<file path="src/hdl/trjd_pkg.sv">
// Shared types, constants and table functions for the touch-ring joypad decoder.
// No dependencies; imported by every module of the block.
package trjd_pkg;

  // Configuration port
  localparam int CFG_IDX_W  = 3;
  localparam int CFG_DATA_W = 16;

  localparam logic [CFG_IDX_W-1:0] CFG_TOUCH_MASK     = 3'd0;
  localparam logic [CFG_IDX_W-1:0] CFG_IDLE_THRESHOLD = 3'd1;
  localparam logic [CFG_IDX_W-1:0] CFG_REPEAT_PERIOD  = 3'd2;
  localparam logic [CFG_IDX_W-1:0] CFG_UP_CODE        = 3'd3;
  localparam logic [CFG_IDX_W-1:0] CFG_DOWN_CODE      = 3'd4;
  localparam logic [CFG_IDX_W-1:0] CFG_LEFT_CODE      = 3'd5;
  localparam logic [CFG_IDX_W-1:0] CFG_RIGHT_CODE     = 3'd6;

  // Register reset values
  localparam logic [15:0] RST_TOUCH_MASK     = 16'h01FF;
  localparam logic [7:0]  RST_IDLE_THRESHOLD = 8'd10;
  localparam logic [7:0]  RST_REPEAT_PERIOD  = 8'd5;
  localparam logic [3:0]  RST_UP_CODE        = 4'd1;
  localparam logic [3:0]  RST_DOWN_CODE      = 4'd2;
  localparam logic [3:0]  RST_LEFT_CODE      = 4'd4;
  localparam logic [3:0]  RST_RIGHT_CODE     = 4'd8;

  // Ring regions by position on the ring
  localparam logic [2:0] RGN_NONE   = 3'd0;
  localparam logic [2:0] RGN_TOP    = 3'd1;
  localparam logic [2:0] RGN_RIGHT  = 3'd2;
  localparam logic [2:0] RGN_BOTTOM = 3'd3;
  localparam logic [2:0] RGN_LEFT   = 3'd4;

  // Status word masks
  localparam logic [8:0] SW_KEEP_HIGH = 9'h1F0;  // drop the direction code
  localparam logic [8:0] SW_KEEP_LOW  = 9'h01F;  // drop the repeat pulses
  localparam logic [8:0] SW_CENTRE    = 9'h010;

  localparam logic [7:0] COUNT_MAX = 8'hFF;

  typedef struct packed {
    logic [15:0] touch_mask;
    logic [7:0]  idle_threshold;
    logic [7:0]  repeat_period;
    logic [3:0]  up_code;
    logic [3:0]  down_code;
    logic [3:0]  left_code;
    logic [3:0]  right_code;
  } cfg_t;

  // Fixed ring pattern to region table
  function automatic logic [2:0] ring_region(input logic [7:0] ring);
    logic [2:0] rgn;
    unique case (ring) inside
      8'h01, 8'h80, 8'h81, 8'h83, 8'hC1, 8'hC3: rgn = RGN_TOP;
      8'h02, 8'h04, 8'h06, 8'h07, 8'h0D, 8'h0E: rgn = RGN_RIGHT;
      8'h08, 8'h10, 8'h18, 8'h1C, 8'h38, 8'h3C: rgn = RGN_BOTTOM;
      8'h20, 8'h40, 8'h60, 8'h70, 8'hE0, 8'hF0: rgn = RGN_LEFT;
      default:                                  rgn = RGN_NONE;
    endcase
    return rgn;
  endfunction

  // Repeat pulse bit for lane k (region minus one)
  function automatic logic [8:0] pulse_bit(input logic [1:0] k);
    logic [8:0] b;
    unique case (k)
      2'd0:    b = 9'h040;
      2'd1:    b = 9'h100;
      2'd2:    b = 9'h020;
      default: b = 9'h080;
    endcase
    return b;
  endfunction

endpackage

</file>
<file path="src/hdl/trjd_region.sv">
// Ring decoder: maps the eight ring bits of the status word to a region.
// Depends on trjd_pkg (ring_region table).
module trjd_region (
  input  logic [7:0] ring,
  output logic [2:0] region
);
  import trjd_pkg::*;

  // Look up the fixed pattern table
  assign region = ring_region(ring);

endmodule

</file>
<file path="src/hdl/trjd_state.sv">
// Decoder state and per-beat update: latches, steady count and auto-repeat.
// Depends on trjd_pkg (cfg_t, region codes, masks, pulse_bit).
module trjd_state (
  input  logic               clk,
  input  logic               rst_n,
  input  logic               step_en,
  input  logic [15:0]        stage_status,
  input  logic               wheel_moved,
  input  logic [2:0]         region,
  input  trjd_pkg::cfg_t     cfg,
  output logic [8:0]         status_nxt
);
  import trjd_pkg::*;

  logic       touch_down_r, touch_down_nxt;
  logic [7:0] steady_r, steady_nxt;
  logic       found_r, found_nxt;
  logic       shown_r, shown_nxt;
  logic [3:0] pend_r, pend_nxt;
  logic [7:0] rcnt_r [4];
  logic [7:0] rcnt_nxt [4];
  logic [7:0] gap_r, gap_nxt;
  logic       centre_r, centre_nxt;
  logic [8:0] sw_r;

  // Work out the next state and status word for one beat
  always_comb begin
    logic [8:0] sw;
    logic [3:0] code;
    logic [1:0] k;
    logic [7:0] rinc;
    logic       touched;

    touch_down_nxt = touch_down_r;
    steady_nxt     = steady_r;
    found_nxt      = found_r;
    shown_nxt      = shown_r;
    pend_nxt       = pend_r;
    rcnt_nxt       = rcnt_r;
    gap_nxt        = gap_r;
    centre_nxt     = centre_r;
    sw             = sw_r;
    code           = '0;
    k              = 2'(region - 3'd1);
    rinc           = rcnt_r[k] + 8'd1;
    touched        = |(stage_status & cfg.touch_mask);

    if (touched) begin
      // Track touch-down from ring and centre bits
      if (stage_status[7:0] != 8'd0) begin
        touch_down_nxt = 1'b1;
      end else if (stage_status[8]) begin
        touch_down_nxt = 1'b0;
      end

      // Count steady beats and latch a direction
      if (!wheel_moved && !centre_r) begin
        steady_nxt = (steady_r == COUNT_MAX) ? steady_r : steady_r + 8'd1;
        if (steady_nxt > cfg.idle_threshold && !found_r) begin
          unique case (region)
            RGN_BOTTOM: code = cfg.up_code;
            RGN_RIGHT:  code = cfg.right_code;
            RGN_TOP:    code = cfg.down_code;
            RGN_LEFT:   code = cfg.left_code;
            default:    code = '0;
          endcase
          if (region != RGN_NONE) begin
            sw        = {5'd0, code};
            shown_nxt = 1'b1;
            found_nxt = 1'b1;
          end
        end
        if (found_nxt && region == RGN_NONE && shown_nxt) begin
          shown_nxt = 1'b0;
          sw        = sw & SW_KEEP_HIGH;
        end
      end else begin
        sw         = sw & SW_KEEP_HIGH;
        steady_nxt = '0;
      end

      // Auto-repeat while a region is held
      if (steady_nxt > cfg.idle_threshold && found_nxt) begin
        if (region != RGN_NONE) begin
          sw = sw & SW_KEEP_LOW;
          if (pend_r[k]) begin
            pend_nxt[k] = 1'b0;
            sw          = sw | pulse_bit(k);
          end else begin
            if (rinc >= gap_r) begin
              rinc        = '0;
              pend_nxt[k] = 1'b1;
              gap_nxt     = cfg.repeat_period;
            end
            rcnt_nxt[k] = rinc;
          end
        end
      end else begin
        pend_nxt = '0;
        for (int i = 0; i < 4; i++) begin
          rcnt_nxt[i] = '0;
        end
        gap_nxt = '0;
        sw      = sw & SW_KEEP_LOW;
      end

      // Centre button
      if (stage_status[8] && !wheel_moved) begin
        sw         = touch_down_nxt ? '0 : SW_CENTRE;
        centre_nxt = 1'b1;
      end else begin
        sw = sw & ~SW_CENTRE;
      end
    end else begin
      // Release: drop latches and status, keep repeat state
      steady_nxt = '0;
      found_nxt  = 1'b0;
      shown_nxt  = 1'b0;
      centre_nxt = 1'b0;
      sw         = '0;
    end

    status_nxt = sw;
  end

  // Advance state on each accepted beat
  always_ff @(posedge clk) begin
    if (!rst_n) begin
      touch_down_r <= 1'b0;
      steady_r     <= '0;
      found_r      <= 1'b0;
      shown_r      <= 1'b0;
      pend_r       <= '0;
      for (int i = 0; i < 4; i++) begin
        rcnt_r[i] <= '0;
      end
      gap_r        <= '0;
      centre_r     <= 1'b0;
      sw_r         <= '0;
    end else if (step_en) begin
      touch_down_r <= touch_down_nxt;
      steady_r     <= steady_nxt;
      found_r      <= found_nxt;
      shown_r      <= shown_nxt;
      pend_r       <= pend_nxt;
      rcnt_r       <= rcnt_nxt;
      gap_r        <= gap_nxt;
      centre_r     <= centre_nxt;
      sw_r         <= status_nxt;
    end
  end

endmodule

</file>
<file path="src/hdl/touch_ring_joypad_decoder.sv">
// Top level of the touch-ring joypad decoder: config registers, output register.
// Depends on trjd_pkg, trjd_region and trjd_state.
//
// Usage:
//   Input channel (in_valid/in_ready): one beat carries a 16-bit sensor
//   interrupt word (ring in bits 0-7, centre in bit 8) and a wheel-moved flag.
//   Output channel (out_valid/out_ready): one 9-bit button status per input
//   beat, in order.
//   Config port: cfg_we writes cfg_data to register cfg_index (0 touch mask,
//   1 idle threshold, 2 repeat period, 3-6 up/down/left/right codes) in the
//   same cycle; unknown indexes are ignored. Write only while idle.
//   Latency: the result is valid the cycle after the input beat is taken.
//   Throughput: one beat per cycle unless stalled; the decoder state updates
//   in a single pass of logic from the accepted beat into the output register.
//   Stall: while out_valid is high and out_ready low, in_ready is low and the
//   held result stays put; a new beat is taken in the same cycle the held
//   result leaves.
//   Reset (rst_n low, synchronous): registers return to defaults, all
//   decoder state clears and the output register empties.
module touch_ring_joypad_decoder (
  input  logic                              clk,
  input  logic                              rst_n,
  input  logic                              in_valid,
  output logic                              in_ready,
  input  logic [15:0]                       in_stage_status,
  input  logic                              in_wheel_moved,
  output logic                              out_valid,
  input  logic                              out_ready,
  output logic [8:0]                        out_button_status,
  input  logic                              cfg_we,
  input  logic [trjd_pkg::CFG_IDX_W-1:0]    cfg_index,
  input  logic [trjd_pkg::CFG_DATA_W-1:0]   cfg_data
);
  import trjd_pkg::*;

  cfg_t       cfg_r;
  logic       accept;
  logic [2:0] region;
  logic [8:0] status_nxt;
  logic       out_valid_r;
  logic [8:0] out_status_r;

  // Configuration registers
  always_ff @(posedge clk) begin
    if (!rst_n) begin
      cfg_r.touch_mask     <= RST_TOUCH_MASK;
      cfg_r.idle_threshold <= RST_IDLE_THRESHOLD;
      cfg_r.repeat_period  <= RST_REPEAT_PERIOD;
      cfg_r.up_code        <= RST_UP_CODE;
      cfg_r.down_code      <= RST_DOWN_CODE;
      cfg_r.left_code      <= RST_LEFT_CODE;
      cfg_r.right_code     <= RST_RIGHT_CODE;
    end else if (cfg_we) begin
      unique case (cfg_index)
        CFG_TOUCH_MASK:     cfg_r.touch_mask     <= cfg_data;
        CFG_IDLE_THRESHOLD: cfg_r.idle_threshold <= cfg_data[7:0];
        CFG_REPEAT_PERIOD:  cfg_r.repeat_period  <= cfg_data[7:0];
        CFG_UP_CODE:        cfg_r.up_code        <= cfg_data[3:0];
        CFG_DOWN_CODE:      cfg_r.down_code      <= cfg_data[3:0];
        CFG_LEFT_CODE:      cfg_r.left_code      <= cfg_data[3:0];
        CFG_RIGHT_CODE:     cfg_r.right_code     <= cfg_data[3:0];
        default: ;
      endcase
    end
  end

  // Take a beat whenever the output register is free or draining
  assign in_ready = !out_valid_r || out_ready;
  assign accept   = in_valid && in_ready;

  trjd_region u_region (
    .ring   (in_stage_status[7:0]),
    .region (region)
  );

  trjd_state u_state (
    .clk          (clk),
    .rst_n        (rst_n),
    .step_en      (accept),
    .stage_status (in_stage_status),
    .wheel_moved  (in_wheel_moved),
    .region       (region),
    .cfg          (cfg_r),
    .status_nxt   (status_nxt)
  );

  // Output register: load on accept, hold while stalled
  always_ff @(posedge clk) begin
    if (!rst_n) begin
      out_valid_r <= 1'b0;
    end else if (accept) begin
      out_valid_r <= 1'b1;
    end else if (out_ready) begin
      out_valid_r <= 1'b0;
    end
  end

  always_ff @(posedge clk) begin
    if (accept) begin
      out_status_r <= status_nxt;
    end
  end

  assign out_valid         = out_valid_r;
  assign out_button_status = out_status_r;

`ifndef SYNTH
  // Every accepted beat produces a result next cycle
  a_accept_gives_result: assert property (@(posedge clk) disable iff (!rst_n)
    accept |=> out_valid)
    else $error("accepted beat produced no result");

  // At most one repeat pulse per result
  a_pulse_onehot: assert property (@(posedge clk) disable iff (!rst_n)
    out_valid |-> $onehot0(out_button_status[8:5]))
    else $error("more than one repeat pulse");

  // Centre button excludes every other bit
  a_centre_alone: assert property (@(posedge clk) disable iff (!rst_n)
    (out_valid && out_button_status[4]) |->
      (out_button_status[3:0] == 4'd0 && out_button_status[8:5] == 4'd0))
    else $error("centre bit shown with other buttons");

  // Untouched beat gives an all-zero status
  a_release_clears: assert property (@(posedge clk) disable iff (!rst_n)
    (accept && ((in_stage_status & cfg_r.touch_mask) == 16'd0)) |=>
      (out_button_status == 9'd0))
    else $error("untouched beat gave nonzero status");
`endif

endmodule

</file>
<file path="config.mk">
export PLATFORM = sky130hd
export DESIGN_NAME = touch_ring_joypad_decoder
export DESIGN_NICKNAME = d
export VERILOG_FILES = /design/src/hdl/trjd_pkg.sv /design/src/hdl/trjd_region.sv /design/src/hdl/trjd_state.sv /design/src/hdl/touch_ring_joypad_decoder.sv
export SDC_FILE = /design/constraint.sdc
export NUM_CORES = 1
export LEC_CHECK = 0
export BUFFER_PORTS_ARGS = -buffer_cell sky130_fd_sc_hd__buf_2
export CORE_UTILIZATION = 50
export DETAILED_ROUTE_END_ITERATION = 7
export HOLD_SLACK_MARGIN = 0.12
export PLACE_DENSITY = 0.71
export REMOVE_ABC_BUFFERS = 1
export SYNTH_ARGS = -nofsm -noshare
export SYNTH_HDL_FRONTEND = slang
export SYNTH_HIERARCHICAL = 1
export SYNTH_SLANG_ARGS = --single-unit
</file>
<file path="constraint.sdc">
create_clock -name clk -period 5.1 [get_ports clk]
set_input_delay 0.51 -clock clk [delete_from_list [all_inputs] [get_ports clk]]
set_output_delay 0.51 -clock clk [all_outputs]
set_load 0.01 [all_outputs]
</file>
==> results of run 1 <==
==> routing by layer <==
metal / vias to the layer above / track usage / share of wire
met1: 2604 / 0.334 / 0.45
met3: 34 / 0.0509 / 0.055
met5: - / 0 / 0
li1: 2612 / - / -
met2: 204 / 0.425 / 0.47
met4: 0 / 0.122 / 0.026
==> how the worst max path moves through the flow <==
stage,startpoint,cells past startpoint,end
detailed placement,in_stage_status[1],21,u_state/rcnt_r[22]
CTS,in_stage_status[1],21,u_state/rcnt_r[16]
floorplan,in_stage_status[1],18,u_state/gap_r[1]
finish,in_stage_status[1],21,u_state/rcnt_r[16]
global route,in_stage_status[1],23,u_state/rcnt_r[20]
global placement,in_stage_status[1],21,u_state/gap_r[1]
==> worst max-delay path, delay by kind of cell <==
family	cells	cell delay, ns
muxes	1	0.13
and+or+nand+nor	7	1.61
buffers and inverters	5	0.76
AOI/OAI and AO/OA	5	0.97
adders and majority gates	2	0.68
xor gates and xnor gates	1	0.46
==> sequential cells by signal, indices dropped and copies added, names as in the netlist, 4 cells and up <==
name / cells
u_state/rcnt_r: 32
u_state/pend_r: 4
cfg_r: 48
u_state/sw_r: 8
u_state/steady_r: 8
u_state/gap_r: 8
out_button_status: 9
==> cell families after synthesis <==
group,Yosys count
simple gates,252
compound gates,140
flops,122
buf+inv,72
mux,59
fa+ha+maj,35
xor+xnor,9
==> through the flow <==
stage          TNS (ns)  instances
2_1_floorplan    -38.19        650
3_3_place_gp          0        890
3_5_place_dp          0        890
4_1_cts               0        922
5_1_grt               0        922
6_report              0        922
==> area by class of cell <==
cell class | count | share of cell area
clock buffer | 21 | 0.0643
timing repair buffer | 68 | 0.0512
sequential | 122 | 0.339
tap | 172 | 0.0288
clock inverter | 11 | 0.0126
inverter | 33 | 0.0166
multi-input combinational | 495 | 0.488
==> synthesized netlist by cell type, drive strengths merged, types with 6 or more instances <==
library cell	n	area [µm²]
nor2b	40	250
a21o	6	45.0
nor3	11	55.1
a32oi	6	52.6
edfxtp	9	270
a22o	33	289
and2	8	50.1
dfxtp	113	2260
or2	6	40.0
and4	9	78.8
nor4	8	65.1
inv	33	124
buf	18	145
a221o	7	70.1
o21ai	11	55.1
ha	34	425
mux4	8	180
clkbuf	21	78.8
o211a	7	70.1
nor2	34	128
nand2	90	338
nand3	21	105
a22oi	9	67.6
and3	7	43.8
a21oi	26	130
mux2i	50	500
==> power breakdown <==
part | leakage [nW] | switching (mW) | internal [mW] | total [mW]
sequential | 1.00 | 0.00827 | 0.979 | 0.987
clock | 0.285 | 0.430 | 0.717 | 1.15
combinational | 1.81 | 0.105 | 0.0596 | 0.165
total | 3.10 | 0.543 | 1.76 | 2.30
==> placed cells by master (no fill, tap or decap), types with 17 or more instances in the layout <==
cell and instances:
inv_1 33, a21oi_1 26, dfxtp_1 113, a22o_1 33, clkbuf_16 17, mux2i_1 50
buf_2 51, buf_4 17, ha_1 34, nor2_1 34, nor2b_1 40, nand2_1 90
nand3_1 21
==> flow_metrics.py, run 1 <==
metrics = {
    "run_status": {
        "status": "completed",
    },
    "timing": {
        "fmax_ghz": 0.211,
        "finClkSkew_ns": 0.00891,
        "maxSlewViolCount": 0,
        "relSlewSlack": 0.118,
        "finalSetupViolations": 0,
        "final.min_clock_period_ns": 4.75,
        "rsz0062_at_grt": "no",
        "final_hold_viol_count": 0,
        "fin_crit_sh": 0.931,
        "fin_ws_ns": 0.353,
        "tightest_slew_ns": 1.32,
        "whs_ns": 0.335,
    },
    "grt": {
        "grt_pass1_wl_mm": 26.8,
        "grt_max_degree": 92,
        "grt_usage": 0.261,
        "grt_pass1_vias": 5413,
        "antenna_found_initial": 0,
        "grt_overflow_total": 0,
    },
    "floorplan": {
        "die-area_um2": 13500,
        "rows": 41,
        "die_w_um": 116,
        "die_h_um": 116,
        "core_area_um2": 12700,
        "initial_core_util": 0.514,
        "pin_count": 52,
    },
    "critical_path": {
        "reg2reg_depth": 12,
        "worstPathRequired_ns": 5.46,
        "critPathMaxFanout": 9,
        "arrival_ns": 5.10,
        "r2r_start": "u_state/steady_r[0]",
        "slowest_delay_ns": 0.46,
        "crit_path_start_kind": "input port",
        "reg2reg_to": "u_state/rcnt_r[16]",
        "crit_path_top_delay_cell": "xor2_1",
        "critPathCaptureType": "flop",
        "crit_chain": "buf_2 -> or2_4 -> nor4_4 -> a31oi_1 -> o31ai_2 -> inv_1 -> ha_1 -> buf_4 -> mux2i_1 -> nand2_1 -> o21ai_0 -> inv_1 -> nand3_1 -> nor2_1 -> xor2_1 -> ha_1 -> and4_1 -> a221oi_2 -> buf_4 -> and4_1 -> a22o_1",
        "rrSetupSlack_ns": 0.36,
        "path_class": "input port to flop",
    },
    "placed_design": {
        "hpwl_mm": 11.6,
        "port_buffers": 51,
        "place_area_um2": 6900,
        "dp_slack_ns": 0.0874,
        "gp_congestion": 0.927,
    },
    "detailed_routing": {
        "drtIter0Drc": 331,
        "route.detailed.drc": 0,
        "vias": 5454,
        "wire_per_inst_um": 17.6,
        "vias_per_cell": 5.92,
        "antenna_left": 0,
        "first_pass_iters": 5,
        "wirelength_mm": 16.2,
    },
    "finish": {
        "multi_input_area_um2": 3640,
        "syn_to_final_growth_pct": 14.8,
        "num_antenna_cells": 0,
        "drive_gt1_frac": 0.164,
        "nets": 812,
        "seq_area_um2": 2530,
        "final_core_util": 0.590,
        "stdcell_area_um2": 7470,
        "nFillCells": 1086,
    },
    "cts": {
        "cts_resized": 0,
        "cts_root_buf": "clkbuf_16",
        "clock-sinks": 122,
        "path_clk_slew_ns": 0.06,
        "numCtsBuffers": 17,
        "post_cts_buffers": 0,
        "cts.htree.levels": 4,
        "hold_buffers": 0,
        "worstSkewPairLatency_ns": 0.42,
        "cts_tree": "done",
        "cts_buffer_depth": 2,
    },
    "synthesis": {
        "yosys.area_share.simple": 0.203,
        "synth-seq-area-share": 0.389,
        "synth_xor_area_frac": 0.0121,
        "ys_async_sr_fraction": 0,
        "synth_fa_ha_area_frac": 0.0669,
        "synth_mux_area_frac": 0.106,
        "postSynth.topFlopCell": "dfxtp_1",
        "synth.distinct_cells": 65,
        "syn_inst": 689,
        "synth_edf_count": 9,
        "yosysWarnings": 6,
        "synth_top_family_by_area": "simple AND/OR/NAND/NOR gates",
        "synth_compound_area_frac": 0.170,
        "syn_avg_cell_area_um2": 9.45,
        "synth-seq-cells": 122,
        "mappedNetlistArea_um2": 6510,
    },
    "pwr": {
        "power_mw": 2.30,
        "peakVddDrop_v": 0.000187,
        "leakage_nw": 3.10,
        "power_density_nw_per_um2": 308,
    },
    "min_path": {
        "holdCritStartpoint": "cfg_data[10]",
        "holdCritPathClass": "input port to flop",
        "min_delay_worst_endpoint": "cfg_r[42]",
        "holdPathStages": 3,
    },
    "flow_run": {
        "drv_cap": 0,
    },
}
Power figures use the tool's default switching activity.
==> run 2: changes to the inputs <==
--- a/config.mk
+++ b/config.mk
@@ -5,7 +5,7 @@
 export SDC_FILE = /design/constraint.sdc
 export NUM_CORES = 1
 export LEC_CHECK = 0
-export BUFFER_PORTS_ARGS = -buffer_cell sky130_fd_sc_hd__buf_2
+export BUFFER_PORTS_ARGS = -buffer_cell sky130_fd_sc_hd__clkbuf_2
 export CORE_UTILIZATION = 50
 export DETAILED_ROUTE_END_ITERATION = 7
 export HOLD_SLACK_MARGIN = 0.12
==> flow_metrics.py, run 2 (synthesis results as in run 1) <==
metrics = {
    "pwr": {
        "power_mw": 2.40,
        "leakage_nw": 3.15,
        "power_density_nw_per_um2": 317,
        "peakVddDrop_v": 0.000217,
    },
    "critical_path": {
        "reg2reg_depth": 14,
        "crit_path_start_kind": "input port",
        "critPathMaxFanout": 9,
        "rrSetupSlack_ns": 0.92,
        "critPathCaptureType": "flop",
        "worstPathRequired_ns": 5.40,
        "reg2reg_to": "u_state/gap_r[6]",
        "r2r_start": "u_state/steady_r[0]",
        "path_class": "input port to flop",
        "arrival_ns": 5.07,
    },
    "grt": {
        "grt_overflow_total": 0,
        "grt_pass1_vias": 5258,
        "antenna_found_initial": 0,
        "grt_pass1_wl_mm": 26.5,
        "grt_usage": 0.259,
        "grt_max_degree": 92,
    },
    "timing": {
        "finalSetupViolations": 0,
        "fin_ws_ns": 0.327,
        "finClkSkew_ns": 0.00818,
        "fin_crit_sh": 0.936,
        "maxSlewViolCount": 0,
        "fmax_ghz": 0.210,
        "final_hold_viol_count": 0,
        "final.min_clock_period_ns": 4.77,
        "relSlewSlack": 0.258,
        "rsz0062_at_grt": "no",
        "tightest_slew_ns": 1.10,
        "whs_ns": 0.316,
        "fin_tns_setup_ns": 0,
    },
    "floorplan": {
        "die_h_um": 116,
        "core_area_um2": 12700,
        "die-area_um2": 13500,
        "initial_core_util": 0.514,
        "pin_count": 52,
        "die_w_um": 116,
        "rows": 41,
    },
    "finish": {
        "stdcell_area_um2": 7570,
        "final_cells": 928,
        "regMostFlops": "cfg_r",
        "final_core_util": 0.597,
        "nFillCells": 1117,
        "final_common_cell": "dfxtp_1",
        "largest_reg_flops": 48,
        "layout_common_cells": "113 x dfxtp_1, 90 x nand2_1, 51 x clkbuf_2",
        "drive_gt1_frac": 0.171,
        "num_antenna_cells": 0,
        "syn_to_final_growth_pct": 16.2,
        "nets": 818,
    },
    "run_status": {
        "status": "completed",
    },
    "cts": {
        "numCtsBuffers": 17,
        "path_clk_slew_ns": 0.06,
        "cts_resized": 0,
        "cts_tree": "done",
        "hold_buffers": 0,
        "cts_root_buf": "clkbuf_16",
        "post_cts_buffers": 0,
        "worstSkewPairLatency_ns": 0.42,
        "cts_buffer_depth": 2,
        "clock-sinks": 122,
        "cts.htree.levels": 4,
    },
    "detailed_routing": {
        "vias_per_cell": 5.96,
        "antenna_left": 0,
        "drtIter0Drc": 415,
        "first_pass_iters": 6,
        "wire_per_inst_um": 17.7,
        "wirelength_mm": 16.5,
        "vias": 5529,
        "route.detailed.drc": 0,
    },
    "min_path": {
        "holdCritPathClass": "input port to flop",
        "holdCritStartpoint": "cfg_data[10]",
        "holdPathStages": 3,
        "min_delay_worst_endpoint": "cfg_r[42]",
    },
    "flow_run": {
        "drv_cap": 0,
    },
    "placed_design": {
        "port_buffers": 51,
        "gp_congestion": 0.908,
        "dp_cells": 895,
        "dp_slack_ns": -0.0661,
        "place_area_um2": 6940,
        "hpwl_mm": 11.7,
    },
}
==> run 2: cell count changes in the layout (fill, tap and decap cells not counted), sizes merged <==
cell / previous run / this run
buf: 68 / 23
clkinv: 7 / 2
clkinvlp: 2 / 4
bufinv: 1 / 2
inv: 34 / 36
clkbuf: 21 / 72
==> run 2: how the worst max path moves through the flow <==
| stage | start | endpoint |
|---|---|---|
| after floorplan | in_stage_status[1] | u_state/gap_r[1] |
| after global placement | in_stage_status[1] | u_state/gap_r[1] |
| after detailed placement | in_stage_status[1] | u_state/gap_r[1] |
| after CTS | in_stage_status[1] | u_state/gap_r[6] |
| after global routing | in_stage_status[1] | u_state/gap_r[4] |
| final | in_stage_status[1] | u_state/gap_r[6] |
==> run 2: worst max-delay path, stage by stage <==
cell	delay, ns
clkbuf_2	0.09
or2_4	0.26
nor4_4	0.26
a31oi_1	0.08
o31ai_2	0.24
inv_1	0.10
ha_1	0.40
mux2_2	0.36
o21ai_0	0.22
inv_1	0.12
ha_1	0.35
ha_1	0.30
a2111oi_0	0.47
nor3_1	0.15
a221oi_2	0.41
and4b_1	0.37
a221o_1	0.39
==> run 2: report_power, final <==
group	switching [mW]	internal [mW]	leakage [nW]
clock	0.453	0.792	0.294
combinational	0.106	0.0626	1.85
sequential	0.00840	0.978	1.00
==> run 2: routing by layer <==
layer	up-vias	wire [µm]	track usage
met4	0	489	0.125
met1	2659	7380	0.335
met5	-	0	0
met2	210	7760	0.423
met3	38	832	0.0446
li1	2622	-	-
==> run 2: final cells by class <==
cell class,instances,area (µm²),area share
timing repair buffer,74,428,0.0566
clock buffer,21,492,0.0650
multi-input combinational,495,3640,0.482
clock inverter,11,131,0.0174
tap,172,215,0.0284
sequential,122,2530,0.335
inverter,33,124,0.0164
==> run 3: changes to the inputs <==
--- a/config.mk
+++ b/config.mk
@@ -5,6 +5,7 @@
 export SDC_FILE = /design/constraint.sdc
 export NUM_CORES = 1
 export LEC_CHECK = 0
+export ABC_AREA = 1
 export BUFFER_PORTS_ARGS = -buffer_cell sky130_fd_sc_hd__clkbuf_2
 export CORE_UTILIZATION = 50
 export DETAILED_ROUTE_END_ITERATION = 7
==> flow_metrics.py, run 3 <==
metrics = {
    "critical_path": {
        "reg2reg_to": "u_state/rcnt_r[9]",
        "arrival_ns": 4.66,
        "r2r_start": "u_state/steady_r[0]",
        "cp_num_buf_inv": 0,
        "slowest_delay_ns": 0.64,
        "crit_chain": "ha_1 -> nand2_1 -> or3b_1 -> nor2_1 -> nand2_2 -> nand2_1 -> xor2_1 -> nor2_1 -> ha_1 -> nand2_1 -> nor2_1 -> nand2_1 -> a21oi_2 -> o211ai_4 -> nand3_1 -> nand2_1 -> a21oi_1",
        "rrSetupSlack_ns": 0.79,
        "path_class": "flop to flop",
        "crit_path_top_delay_cell": "a21oi_2",
        "worstSetupStartpoint": "u_state/steady_r[0]",
        "cp_common_cell": "nand2_1",
        "worstPathRequired_ns": 5.45,
        "crit_family": "simple AND/OR/NAND/NOR gates",
        "critPathCaptureType": "flop",
        "reg2reg_depth": 17,
        "critPathMaxFanout": 37,
        "crit_path_start_kind": "flop",
        "cp.depth": 17,
    },
    "synthesis": {
        "synth_xor_area_frac": 0.00882,
        "synth_compound_area_frac": 0.105,
        "yosys.area_share.simple": 0.371,
        "synth-seq-area-share": 0.364,
        "postSynth.topFlopCell": "dfxtp_1",
        "syn_avg_cell_area_um2": 6.84,
        "yosysWarnings": 6,
        "syn_inst": 1016,
        "mappedNetlistArea_um2": 6950,
        "synth_fa_ha_area_frac": 0.0612,
        "yosysMostFrequentCell": "nand2_1",
        "synth_top_family_by_area": "simple AND/OR/NAND/NOR gates",
        "synth_top_cell_area_share": 0.325,
        "ys_async_sr_fraction": 0,
        "synth_mux_area_frac": 0,
        "synth_area_leader_cell": "dfxtp_1",
        "synth_edf_count": 9,
        "synth_common_cells": "250 x nand2_1, 130 x nor2_1, 113 x dfxtp_1, 113 x nand3_1, 106 x inv_1",
        "synth.area.top_cells": "dfxtp_1 33%, nand2_1 13%, nand3_1 8.1%, nor2_1 7.0%, ha_1 6.1%",
        "synth-seq-cells": 122,
        "synth.distinct_cells": 45,
    },
    "detailed_routing": {
        "wirelength_mm": 17.4,
        "wire_per_inst_um": 14.0,
        "first_pass_iters": 5,
        "antenna_left": 0,
        "vias_per_cell": 5.36,
        "vias": 6676,
        "drtIter0Drc": 555,
        "route.detailed.drc": 0,
    },
    "cts": {
        "cts_tree": "done",
        "cts_root_buf": "clkbuf_16",
        "cts_resized": 0,
        "cts_buffer_depth": 2,
        "cts.htree.levels": 4,
        "worstSkewPairLatency_ns": 0.43,
        "hold_buffers": 0,
        "post_cts_buffers": 0,
        "path_clk_slew_ns": 0.06,
        "clock-sinks": 122,
        "numCtsBuffers": 17,
    },
    "grt": {
        "met1_usage": 0.356,
        "grt_pass1_wl_mm": 29.0,
        "use_met3": 0.0513,
        "antenna_found_initial": 0,
        "grt_overflow_total": 0,
        "grt_pass1_vias": 6047,
        "grt_usage": 0.254,
        "top_usage_layer": "met2",
        "grt_max_degree": 73,
        "met2_usage": 0.383,
    },
    "floorplan": {
        "initial_core_util": 0.519,
        "core_area_um2": 13400,
        "die_w_um": 120,
        "pin_count": 52,
        "die_h_um": 120,
        "rows": 42,
        "die-area_um2": 14400,
    },
    "finish": {
        "final_core_util": 0.587,
        "largest_reg_flops": 48,
        "nets": 1132,
        "stdcell_area_um2": 7860,
        "regMostFlops": "cfg_r",
        "num_antenna_cells": 0,
        "final_cells": 1246,
        "syn_to_final_growth_pct": 13.0,
        "drive_gt1_frac": 0.122,
        "final_common_cell": "nand2_1",
        "layout_common_cells": "250 x nand2_1, 129 x nor2_1, 113 x nand3_1, 113 x dfxtp_1, 106 x inv_1",
    },
    "pwr": {
        "leakage_nw": 3.59,
        "peakVddDrop_v": 0.000315,
        "power_mw": 2.46,
        "power_density_nw_per_um2": 312,
    },
    "timing": {
        "tightest_slew_ns": 1.03,
        "finalSetupViolations": 0,
        "final_hold_viol_count": 0,
        "relSlewSlack": 0.311,
        "fin_tns_setup_ns": 0,
        "whs_ns": 0.282,
        "fin_crit_sh": 0.845,
        "rsz0062_at_grt": "no",
        "maxSlewViolCount": 0,
        "final.min_clock_period_ns": 4.31,
        "fmax_ghz": 0.232,
        "finClkSkew_ns": 0.00746,
        "fin_ws_ns": 0.792,
    },
    "min_path": {
        "holdPathStages": 3,
        "holdCritPathClass": "input port to flop",
        "holdCritStartpoint": "cfg_data[8]",
        "min_delay_worst_endpoint": "cfg_r[40]",
    },
    "placed_design": {
        "dp_cells": 1214,
        "place_area_um2": 7280,
        "hpwl_mm": 12.2,
        "port_buffers": 51,
        "dp_slack_ns": 0.456,
        "gp_congestion": 0.901,
    },
    "run_status": {
        "status": "completed",
    },
    "flow_run": {
        "drv_cap": 0,
    },
}
-- run 3: cell types whose count changed after synthesis, moves of 50 or more --
cell / previous run / this run
nor2_1: 34 / 130
a21oi_1: 26 / 78
inv_1: 33 / 106
nand2_1: 90 / 250
nand3_1: 21 / 113
mux2i_1: 50 / 0
-- run 3: worst max path at each step --
| stage | to | slack, ns |
|---|---|---|
| 3_5_place_dp | u_state/gap_r[1] | 0.46 |
| 2_1_floorplan | u_state/rcnt_r[0] | 0.37 |
| 5_1_grt | u_state/rcnt_r[12] | 0.33 |
| 3_3_place_gp | u_state/gap_r[3] | 0.57 |
| 4_1_cts | u_state/rcnt_r[9] | 0.81 |
| 6_report | u_state/rcnt_r[9] | 0.79 |
-- run 3: logic make-up after synthesis --
group,count (synthesis)
flip-flops,122
AND/OR/NAND/NOR,576
XOR/XNOR,7
adder cells (fa/ha/maj),34
buffers and inverters,148
AO/OA/AOI/OAI,129
-- run 3: routing by layer --
metal  wire length (µm)  up-vias  part of all wire
met3               1070       33             0.062
met5                  0        -                 0
met2               7570      206              0.43
met1               8470     3030              0.49
met4                314        0             0.018
li1                   -     3407                 -
-- run 3: area by class of cell --
cell class / instances / area (µm²)
Clock buffer: 17 / 425
Timing Repair Buffer: 57 / 300
Multi-Input combinational cell: 746 / 3810
Fill cell: 1299 / 5540
Sequential cell: 122 / 2530
Inverter: 113 / 424
Tap cell: 176 / 220
Clock inverter: 15 / 151
-- run 3: report_power, final --
group | internal [mW] | total [mW] | switching (mW)
Sequential | 0.994 | 1.01 | 0.0146
Combinational | 0.0822 | 0.267 | 0.184
Clock | 0.717 | 1.18 | 0.464
Total | 1.79 | 2.46 | 0.663
-- run 3: worst register-to-register path: cells and delay by family, from the launching register on --
kind            cells  cell delay (ns)
simple gates       11             1.80
compound gates      3             1.33
fa+ha+maj           2             0.51
flops               1             0.39
xor+xnor            1             0.21
